[src/sv/ppts_fifo.sv]
// Small first-in first-out queue built from registers.
// Used between the front and back ends and at the output. Depends on nothing.
module ppts_fifo #(
    parameter int W     = 8,
    parameter int DEPTH = 4
) (
    input  logic         clk,
    input  logic         rst_n,
    input  logic         push,
    input  logic [W-1:0] push_data,
    output logic         full,
    input  logic         pop,
    output logic [W-1:0] pop_data,
    output logic         empty
);

    localparam int PW = $clog2(DEPTH);

    logic [W-1:0]  mem_reg [DEPTH];
    logic [PW-1:0] wr_ptr_reg;
    logic [PW-1:0] rd_ptr_reg;
    logic [PW:0]   count_reg;
    logic [PW:0]   count_next;
    logic          do_push;
    logic          do_pop;

    assign full    = (count_reg == (PW+1)'(DEPTH));
    assign empty   = (count_reg == '0);
    assign do_push = push && !full;
    assign do_pop  = pop && !empty;

    assign count_next = count_reg + (PW+1)'(do_push) - (PW+1)'(do_pop);

    // Pointers and fill level.
    always_ff @(posedge clk or negedge rst_n)
    begin
        if (!rst_n)
        begin
            wr_ptr_reg <= '0;
            rd_ptr_reg <= '0;
            count_reg  <= '0;
        end
        else
        begin
            if (do_push)
                wr_ptr_reg <= wr_ptr_reg + PW'(1);
            if (do_pop)
                rd_ptr_reg <= rd_ptr_reg + PW'(1);
            count_reg <= count_next;
        end
    end

    // Storage.
    always_ff @(posedge clk)
    begin
        if (do_push)
            mem_reg[wr_ptr_reg] <= push_data;
    end

    assign pop_data = mem_reg[rd_ptr_reg];

endmodule

[config.mk]
export PLATFORM = sky130hd
export DESIGN_NAME = ppts_fifo
export DESIGN_NICKNAME = d
export VERILOG_FILES = /design/src/sv/ppts_fifo.sv
export SDC_FILE = /design/constraint.sdc
export NUM_CORES = 1
export LEC_CHECK = 0
export BUFFER_PORTS_ARGS = -buffer_cell sky130_fd_sc_hd__buf_2
export CAP_MARGIN = 30
export CORE_AREA = 2 2 54 56
export CTS_BUF_LIST = sky130_fd_sc_hd__clkbuf_8
export DETAILED_ROUTE_END_ITERATION = 16
export DIE_AREA = 0 0 56 58
export GPL_ROUTABILITY_DRIVEN = 0
export GPL_TIMING_DRIVEN = 0
export PLACE_DENSITY = 0.81
export SYNTH_ARGS = -nofsm -noshare
export SYNTH_HDL_FRONTEND = slang
export SYNTH_SLANG_ARGS = --single-unit
[constraint.sdc]
create_clock -name clk -period 3.1 [get_ports clk]
set_input_delay 0.155 -clock clk [delete_from_list [all_inputs] [get_ports clk]]
set_output_delay 0.155 -clock clk [all_outputs]
set_load 0.01 [all_outputs]
==> impl_results.md, run 1 <==
- GRT Total Usage: 17.8%
- Dpl cell area: 0.00177 mm2
- Clock transition at path regs: 0.07 ns
- Critical path type: reg -> reg
- FMAX: 437 MHz
- Pwr dens: 949 mW/mm2
- # nets final: 131
- Die Footprint: 0.00325 mm2
- CTS resizes: 0
- Antenna cells: 0
- Startpoint types: register
- Total Wirelength: 2.53 mm
- Slew margin rel.: 70.8%
- Number of flops mapped to enable cells by yosys: 32
- R2r setup slk: 0.81 ns
- Hold_sp: push_data[1]
- Worst Hold Class: in -> reg
- Final slew viol count: 0
- Slowest stage cell on the critical path: dfrtp_1
- Fin util: 70.8%
- CP max stage delay: 0.47 ns
- RSZ-0062 raised after global routing: no
- Total number of vias: 829
- DIE HEIGHT: 58 um
- Post-Layout Inst Area: 0.00188 mm2
- Via density: 5.76
- Post-synthesis area per instance: 19.6 um2
- Status: finished clean
- Worst Skew: 0.00520 ns
- Dpl hpwl: 1.79 mm
- #FFs+latches synth: 39
- Leak: 0.726 nW
- Pin count of the biggest net entering global routing: 13
- Fin. Hold Viols: 0
- Mapped cell area: 0.00162 mm2
- CP Capture Type: register
- Max Cap Violations: 0
- Worst skew pair latency: 0.28 ns
- R2R depth: 8
- Pre-Repair DR Iteration Count: 4
- Vias in the first global route: 900
- Synth cell types: 18
- Largest fanout on the critical path: 7
- WL/cell: 17.5 um
- Sequential element share of the synthesized area: 70.0%
- Hold Crit Depth: 1
- Hold_ws: 0.0853 ns
- Maximum clock path buffer count: 2
- # setup viols final: 0
- Syn_nets: 102
- Clock Sinks: 39
- Worst-path cell chain: o31ai_1 > inv_1 > ha_1 > inv_1 > ha_1 > fa_1 > xnor2_1 > xnor2_1
- Yosys warning count: 0
- Mapped Cells: 83
- FF-to-FF Start: count_reg[1]
- Worst slew pin tran: 0.438 ns
- Overflow after GRT: 0
- Setup_tns: 0 ns
- First-pass GRT wire length: 4.06 mm
- Tmin final: 2.29 ns
- # DRC: 0
- PortBufs: 21
- Area Growth Syn to Fin: 16.1%
- Max reg flops: 32
- Die width: 56 um
- Hold EP: mem_reg[0][1]
- Commonest register cell after synthesis: edfxtp_1
- Initial DRC Count: 27
- CTS tree: done
- Synth async-reset ratio: 17.9%
- Critical path arrival: 2.49 ns
- Critical R2R Capture: count_reg[2]
- Peak supply drop: 0.692 mV
- Fin crit share: 73.8%
- Clk root buf: clkbuf_8
- Setup bufs post-CTS: 0
- Layout cells sized above 1: 34.5%
- Data required, critical path: 3.30 ns
- CTS Buf Count: 5
- IO Count: 22
- DRT antenna net count: 0
- Num rows: 19
- H-tree depth: 2
- Initial antenna violation count: 0
- Area of the core: 0.00266 mm2
- Initial Utilization: 60.9%
[cells in the mapped netlist (2+ instances only)]
library cell,n,area [um2]
o211ai_1,2,15.0
and3b_1,4,35.0
ha_1,6,75.1
mux4_2,8,180
nand4bb_1,2,22.5
dfrtp_1,7,175
edfxtp_1,32,961
nand2b_1,4,25.0
inv_1,6,22.5
xnor2_1,4,35.0
[cell families (layout without fill, tap and decap cells)]
kind of cell / count (synthesis) / in the layout / synth area share [%]
AOI/OAI and AO/OA: 4 / 4 / 1.93
xor gates and xnor gates: 4 / 4 / 2.16
adders and majority gates: 7 / 7 / 5.86
buffers and inverters: 8 / 38 / 2.16
DFF: 39 / 39 / 70.0
muxes: 8 / 8 / 11.1
and+or+nand+nor: 13 / 13 / 6.78
[placed cells by master (no fill, tap or decap), drive strengths merged]
| cell type | n |
|---|---|
| and3b | 4 |
| buf | 22 |
| bufinv | 1 |
| clkbuf | 6 |
| clkinv | 2 |
| dfrtp | 7 |
| dlygate4sd3 | 1 |
| edfxtp | 32 |
| fa | 1 |
| ha | 6 |
| inv | 6 |
| mux4 | 8 |
| nand2 | 1 |
| nand2b | 4 |
| nand4bb | 2 |
| nor3 | 1 |
| nor3b | 1 |
| o211ai | 2 |
| o311ai | 1 |
| o31ai | 1 |
| xnor2 | 4 |
[layer usage]
layer | global-route usage, % | vias up | routed length [um]
li1 | - | 381 | -
met1 | 19.1 | 425 | 990
met2 | 32.3 | 21 | 1400
met3 | 6.03 | 2 | 105
met4 | 7.14 | 0 | 27
met5 | 0 | - | 0
[cell type report]
class / instances / area (um2)
buffer: 2 / 12.5
clock buffer: 5 / 68.8
clock inverter: 3 / 38.8
fill: 180 / 778
inverter: 6 / 22.5
multi-input combinational: 36 / 452
sequential: 39 / 1140
tap: 31 / 38.8
timing repair buffer: 22 / 115
[through the flow]
step                      power, mW  setup WS [ns]  std cells
final                          1.79          0.811        144
after global routing           1.88          0.619        144
after CTS                      1.81          0.778        144
after detailed placement       1.41          0.817        135
after global placement         1.36          0.954        135
after floorplan                1.21           1.03         83
[worst max-delay path, delay by kind of cell (launching register included)]
kind / cells / cell delay, ns
buffers and inverters: 2 / 0.14
AO/OA/AOI/OAI: 1 / 0.38
XOR/XNOR: 2 / 0.34
adder cells (fa/ha/maj): 3 / 0.87
flip-flops: 1 / 0.47
[how the worst max path moves through the flow]
stage	from	end	slack, ns	depth (start not counted)
after floorplan	count_reg[1]	count_reg[2]	1.03	8
after global routing	count_reg[1]	count_reg[2]	0.62	8
final	count_reg[1]	count_reg[2]	0.81	8
after detailed placement	count_reg[1]	count_reg[2]	0.82	8
after global placement	count_reg[1]	count_reg[2]	0.95	8
after CTS	count_reg[1]	count_reg[2]	0.78	8
[what timing repair did]
item / CTS / global route
hold buffers: 1 / 0
endpoints found under the setup margin: 0 / 0
endpoints found under the hold margin: 7 / 0
[power breakdown]
part,switching [mW],internal (mW)
registers,0.0877,0.710
clock network,0.156,0.235
logic,0.300,0.299
(Power assumes the default switching activity.)
==> run 2: changes to the inputs <==
- CORE_AREA: 2 2 54 56 -> 2 2 56 58
- DIE_AREA: 0 0 56 58 -> 0 0 58 60
- PLACE_DENSITY: 0.81 -> 0.76
- clock period: 3.1 -> 2.2 ns (I/O delays scaled with it)
==> run 2 against run 1 <==
Compared with the run above:
- setup slack worse by 0.74 ns
- final cell count up 3.5%
- combinational power grew 45%
- sequential power increased by 43%
- register-to-register slack lost 0.74 ns
- routed wire length up 1.5%
- via count is 1.4% lower
- critical path depth did not move
- critical endpoint unchanged
- flip-flop and latch count stayed put
- first-iteration DRC count fell by 37%
- power is 38% higher
- clock power increased by 17%
==> impl_results.md, run 2 (synthesis gave the netlist of run 1 again) <==
- Fin util: 65.6% (-5.2 points)
- Initial DRC Count: 17 (-37%)
- Dpl hpwl: 1.66 mm (-7.1%)
- Final WS setup: 0.0717 ns (-0.740 ns)
- WL/cell: 17.2 um (-1.9%)
- Bufs and invs on worst path: 2 (unchanged)
- Worst Hold Class: in -> reg
- Status: finished clean
- Total number of vias: 817 (-1.4%)
- PnR Total Power: 2.46 mW (+38%)
- Fin. Hold Viols: 0 (unchanged)
- R2r setup slk: 0.07 ns (-0.74 ns)
- # nets final: 134 (+2.3%)
- Initial Utilization: 55.9% (-5.0 points)
- Antenna cells: 0 (unchanged)
- Clock Sinks: 39 (unchanged)
- RSZ-0062 raised after global routing: no
- FMAX: 470 MHz (+7.5%)
- Layout cells sized above 1: 40.5% (+6.0 points)
- R2R depth: 8 (unchanged)
- Commonest non-fill, non-tap cell in the layout: edfxtp_1
- DRT antenna net count: 0 (unchanged)
- Pwr dens: 1290 mW/mm2 (+36%)
- Critical path type: reg -> reg
- Clock transition at path regs: 0.07 ns (about the same)
- Tmin final: 2.13 ns (-0.160 ns)
- Area of the core: 0.00290 mm2 (+9.0%)
- Clk root buf: clkbuf_8
- Worst slew pin tran: 0.455 ns (+0.0172 ns)
- Worst-path cell chain: o31ai_4 > inv_1 > ha_1 > inv_1 > ha_1 > fa_1 > xnor2_1 > xnor2_1
- GR Util met2: 27.3% (-5.0 points)
- Met3 Use GR: 6.28% (+0.25 points)
- Slew margin rel.: 69.7% (-1.1 points)
- Number of fill cells: 195 (+8.3%)
- Pin count of the biggest net entering global routing: 13 (unchanged)
- Crit-path leading delay family: adder cells
- Slowest stage cell on the critical path: dfrtp_2
- Peak supply drop: 0.963 mV (+39%)
- FF-to-FF Start: count_reg[1]
- Critical Path Source: count_reg[1]
- Met1 GRT Util: 20.9% (+1.8 points)
- Leak: 0.733 nW (+0.97%)
- Die Footprint: 0.00348 mm2 (+7.1%)
- Num rows: 20 (+1)
- Max Cap Violations: 0 (unchanged)
- CP Capture Type: register
- # setup viols final: 0 (unchanged)
- Largest fanout on the critical path: 7 (unchanged)
- Final slew viol count: 0 (unchanged)
- Via density: 5.48 (-4.8%)
- Pre-CTS setup slack: -0.00576 ns (-0.823 ns)
- IO Count: 22 (unchanged)
- CP endpoint: count_reg[2]
- Total Wirelength: 2.56 mm (+1.5%)
- Maximum clock path buffer count: 2 (unchanged)
- Hold_sp: push_data[1]
- Most frequent cells in the layout: edfxtp_1, buf_2, mux4_2
- Gr busiest metal: met2
- Fin crit share: 96.7% (+23 points)
- CTS tree: done
- CP max stage delay: 0.48 ns (about the same)
- Area Growth Syn to Fin: 17.3%
- Critical path depth: 8 (unchanged)
- Critical path arrival: 2.34 ns (-0.15 ns)
- Data required, critical path: 2.41 ns (-0.89 ns)
- Worst skew pair latency: 0.29 ns (about the same)
- Vias in the first global route: 807 (-10%)
- PortBufs: 21 (unchanged)
- Worst Skew: 0.00355 ns (-0.00165 ns)
- GRT Total Usage: 17.4% (-0.38 points)
- H-tree depth: 2 (unchanged)
- Startpoint types: register
- CTS Buf Count: 5 (unchanged)
- DIE HEIGHT: 60 um (+3.4%)
- Overflow after GRT: 0 (unchanged)
- Hold Crit Depth: 1 (unchanged)
- Initial antenna violation count: 0 (unchanged)
- # DRC: 0 (unchanged)
- Die width: 58 um (+3.6%)
- Pre-Repair DR Iteration Count: 4 (unchanged)
- Max reg flops: 32 (unchanged)
- First-pass GRT wire length: 3.98 mm (-1.9%)
- Critical R2R Capture: count_reg[2]
==> run 2: how the worst min path moves through the flow <==
stage and to:
3_5_place_dp count_reg[1], 2_1_floorplan count_reg[0], 6_report mem_reg[3][1], 5_1_grt mem_reg[1][2], 3_3_place_gp count_reg[1], 4_1_cts mem_reg[1][2]
==> run 2: final cells by class <==
class | instances | area [um2] | area share (%)
Buffer | 2 | 12.5 | 0.657
Clock buffer | 5 | 68.8 | 3.62
Clock inverter | 3 | 15.0 | 0.789
Inverter | 6 | 22.5 | 1.18
Multi-Input combinational cell | 36 | 465 | 24.5
Sequential cell | 39 | 1140 | 59.9
Tap cell | 33 | 41.3 | 2.17
Timing Repair Buffer | 25 | 138 | 7.23
==> run 2: repair_timing <==
item / 4_1_cts / 5_1_grt
endpoints found under the setup margin: 1 / 1
endpoints found under the hold margin: 7 / 0
setup buffers: 0 / 3
gates resized for setup: 1 / 4
hold buffers: 1 / 0
==> run 2: layer usage <==
metal  routed length [um]  share of wire, %
met4                   62               2.4
met3                  119               4.6
met1                 1130                44
met5                    0                 0
met2                 1260                49
==> run 2: through the flow <==
stage               hold WS [ns]  setup TNS [ns]  cells  area, um2
floorplan                 -0.186               0     83       1620
global placement         -0.0515               0    137       1770
detailed placement       -0.0495        -0.00576    137       1770
CTS                       0.0253               0    146       1870
global route              0.0278               0    149       1900
finish                    0.0304               0    149       1900
==> run 2: power breakdown <==
part	internal (mW)	leakage, nW	switching, mW
Sequential	1.01	0.372	0.132
Clock	0.217	0.0477	0.241
Combinational	0.447	0.312	0.420
Total	1.67	0.733	0.794
==> run 2: worst register-to-register path, delay by kind of cell, from the launching register on <==
| family | cells | cell delay (ns) |
|---|---|---|
| xor+xnor | 2 | 0.33 |
| fa+ha+maj | 3 | 0.82 |
| compound gates | 1 | 0.31 |
| flops | 1 | 0.48 |
| buf+inv | 2 | 0.11 |
==> run 3: changes to the inputs <==
- CORE_AREA: 2 2 56 58 -> 2 2 41 80
- DIE_AREA: 0 0 58 60 -> 0 0 43 82
- PLACE_DENSITY: 0.76 -> 0.74
==> run 3 against run 2 <==
Compared with the run above:
- worst hold slack improved by 0.0045 ns
- final cell count grew 0.67%
- global-route usage fell by 0.54 points
- maximum frequency is 0.80% lower
- die area up 1.3%
- sequential power about the same
- power grew 13%
- flip-flop and latch count unchanged
- first-iteration DRC count is 12% lower
- critical path type unchanged
- largest cell class unchanged
- highest routed layer unchanged
==> impl_results.md, run 3 (synthesis gave the netlist of run 1 again) <==
- Status: finished clean
- GRT Total Usage: 16.8% (-0.54 points)
- Critical path type: reg -> reg
- DRT antenna net count: 0 (unchanged)
- Num rows: 28 (+40%)
- Area of the core: 0.00294 mm2 (+1.4%)
- CP Capture Type: register
- Peak supply drop: 1.33 mV (+38%)
- Maximum clock path buffer count: 2 (unchanged)
- Fin. Hold Viols: 0 (unchanged)
- Setup_tns: 0 ns (unchanged)
- # nets final: 138 (+3.0%)
- GR Util met2: 30.9% (+3.6 points)
- IO Count: 22 (unchanged)
- Pin count of the biggest net entering global routing: 13 (unchanged)
- Tmin final: 2.15 ns (+0.0172 ns)
- Dpl hpwl: 1.80 mm (+8.3%)
- Commonest non-fill, non-tap cell in the layout: edfxtp_1
- Antenna cells: 0 (unchanged)
- Clock Sinks: 39 (unchanged)
- FMAX: 466 MHz (-0.80%)
- Worst slew pin tran: 0.445 ns (-0.00958 ns)
- Total Wirelength: 2.71 mm (+5.5%)
- PnR Total Power: 2.77 mW (+13%)
- Final slew viol count: 0 (unchanged)
- Met3 Use GR: 3.30% (-3.0 points)
- First-pass GRT wire length: 4.22 mm (+5.9%)
- Initial antenna violation count: 0 (unchanged)
- Die Footprint: 0.00353 mm2 (+1.3%)
- Clk root buf: clkbuf_8
- Worst Skew: 0.00686 ns (+0.00332 ns)
- Via density: 5.67 (+3.5%)
- Fin crit share: 97.5% (+0.78 points)
- Dpl cell area: 0.00177 mm2 (-0.21%)
- Leak: 0.779 nW (+6.4%)
- Data required, critical path: 2.37 ns (-0.04 ns)
- Largest fanout on the critical path: 5 (-2)
- Worst Hold Class: in -> reg
- Pwr dens: 1390 mW/mm2 (+7.4%)
- Clock transition at path regs: 0.08 ns (about the same)
- PortBufs: 21 (unchanged)
- # setup viols final: 0 (unchanged)
- Worst skew pair latency: 0.29 ns (about the same)
- # DRC: 0 (unchanged)
- Max Cap Violations: 0 (unchanged)
- CTS Buf Count: 5 (unchanged)
- Most frequent cells in the layout: edfxtp_1, buf_2, mux4_2
- CTS tree: done
- Met1 GRT Util: 17.9% (-3.0 points)
- Slew margin rel.: 70.3% (+0.64 points)
- H-tree depth: 2 (unchanged)
- Max reg flops: 32 (unchanged)
- Die width: 43 um (-26%)
- Total number of vias: 851 (+4.2%)
- Startpoint types: register
- Pre-Repair DR Iteration Count: 4 (unchanged)
- Area Growth Syn to Fin: 23.0%
- WL/cell: 18.0 um (+4.8%)
- Overflow after GRT: 0 (unchanged)
- Initial DRC Count: 15 (-2)
- Layout cells sized above 1: 43.3% (+2.8 points)
- Critical path arrival: 2.32 ns (-0.02 ns)
- DIE HEIGHT: 82 um (+37%)
- Vias in the first global route: 881 (+9.2%)
- Initial Utilization: 55.1% (-0.76 points)
- Post-Layout Inst Area: 0.00200 mm2 (+4.9%)
- Gr busiest metal: met2
## run 3: through the flow
step | setup slack (ns) | instances | util [%] | hold slack, ns
after floorplan | 0.131 | 83 | - | -0.186
after global placement | 0.0503 | 134 | 60.0 | -0.0500
after detailed placement | -0.0139 | 134 | 60.0 | -0.0460
after CTS | 0.0328 | 143 | 64.5 | 0.0325
after global routing | -0.0578 | 150 | 67.8 | 0.0333
final | 0.0545 | 150 | 67.8 | 0.0349
## run 3: layer usage
metal	part of all wire, %	wire length (um)
met5	0	0
met4	2.3	61
met3	2.3	63
met2	59	1610
met1	36	975
## run 3: repair_timing
action                                  CTS  global route
hold endpoints to repair                  7             0
endpoints found under the setup margin    1             1
gates resized for setup                   1             5
setup buffers                             0             7
hold buffers                              1             0
pin swaps                                 0             1
## run 3: final timing paths
| path | start | to | slack [ns] | cells past startpoint |
|---|---|---|---|---|
| min reg2reg | wr_ptr_reg[1] | wr_ptr_reg[1] | 0.62 | 2 |
| max | count_reg[2] | count_reg[2] | 0.05 | 8 |
| max reg2reg | count_reg[2] | count_reg[2] | 0.05 | 8 |
| min in group asynchronous | rst_n | count_reg[1] | 0.17 | 2 |
| max in group asynchronous | rst_n | count_reg[2] | 1.85 | 2 |
| min | push_data[5] | mem_reg[0][5] | 0.03 | 1 |
## run 3: worst max-delay path, cell delays in order (launching register included)
cell,delay (ns)
dfrtp_2,0.46
o31ai_4,0.30
inv_1,0.08
ha_1,0.28
inv_1,0.04
ha_1,0.18
fa_1,0.41
xnor2_2,0.16
xnor2_1,0.13
## run 3: cell type report
| class | instances | area (um2) |
|---|---|---|
| Clock inverter | 2 | 35.0 |
| Fill cell | 216 | 947 |
| Sequential cell | 39 | 1140 |
| Buffer | 2 | 12.5 |
| Multi-Input combinational cell | 36 | 473 |
| Clock buffer | 6 | 82.6 |
| Inverter | 6 | 22.5 |
| Timing Repair Buffer | 29 | 193 |
| Tap cell | 30 | 37.5 |
## run 3: power breakdown
part	total (mW)	switching, mW	internal [mW]
Sequential	1.12	0.113	1.01
Clock	0.614	0.247	0.367
Combinational	1.04	0.480	0.561
Total	2.77	0.839	1.93
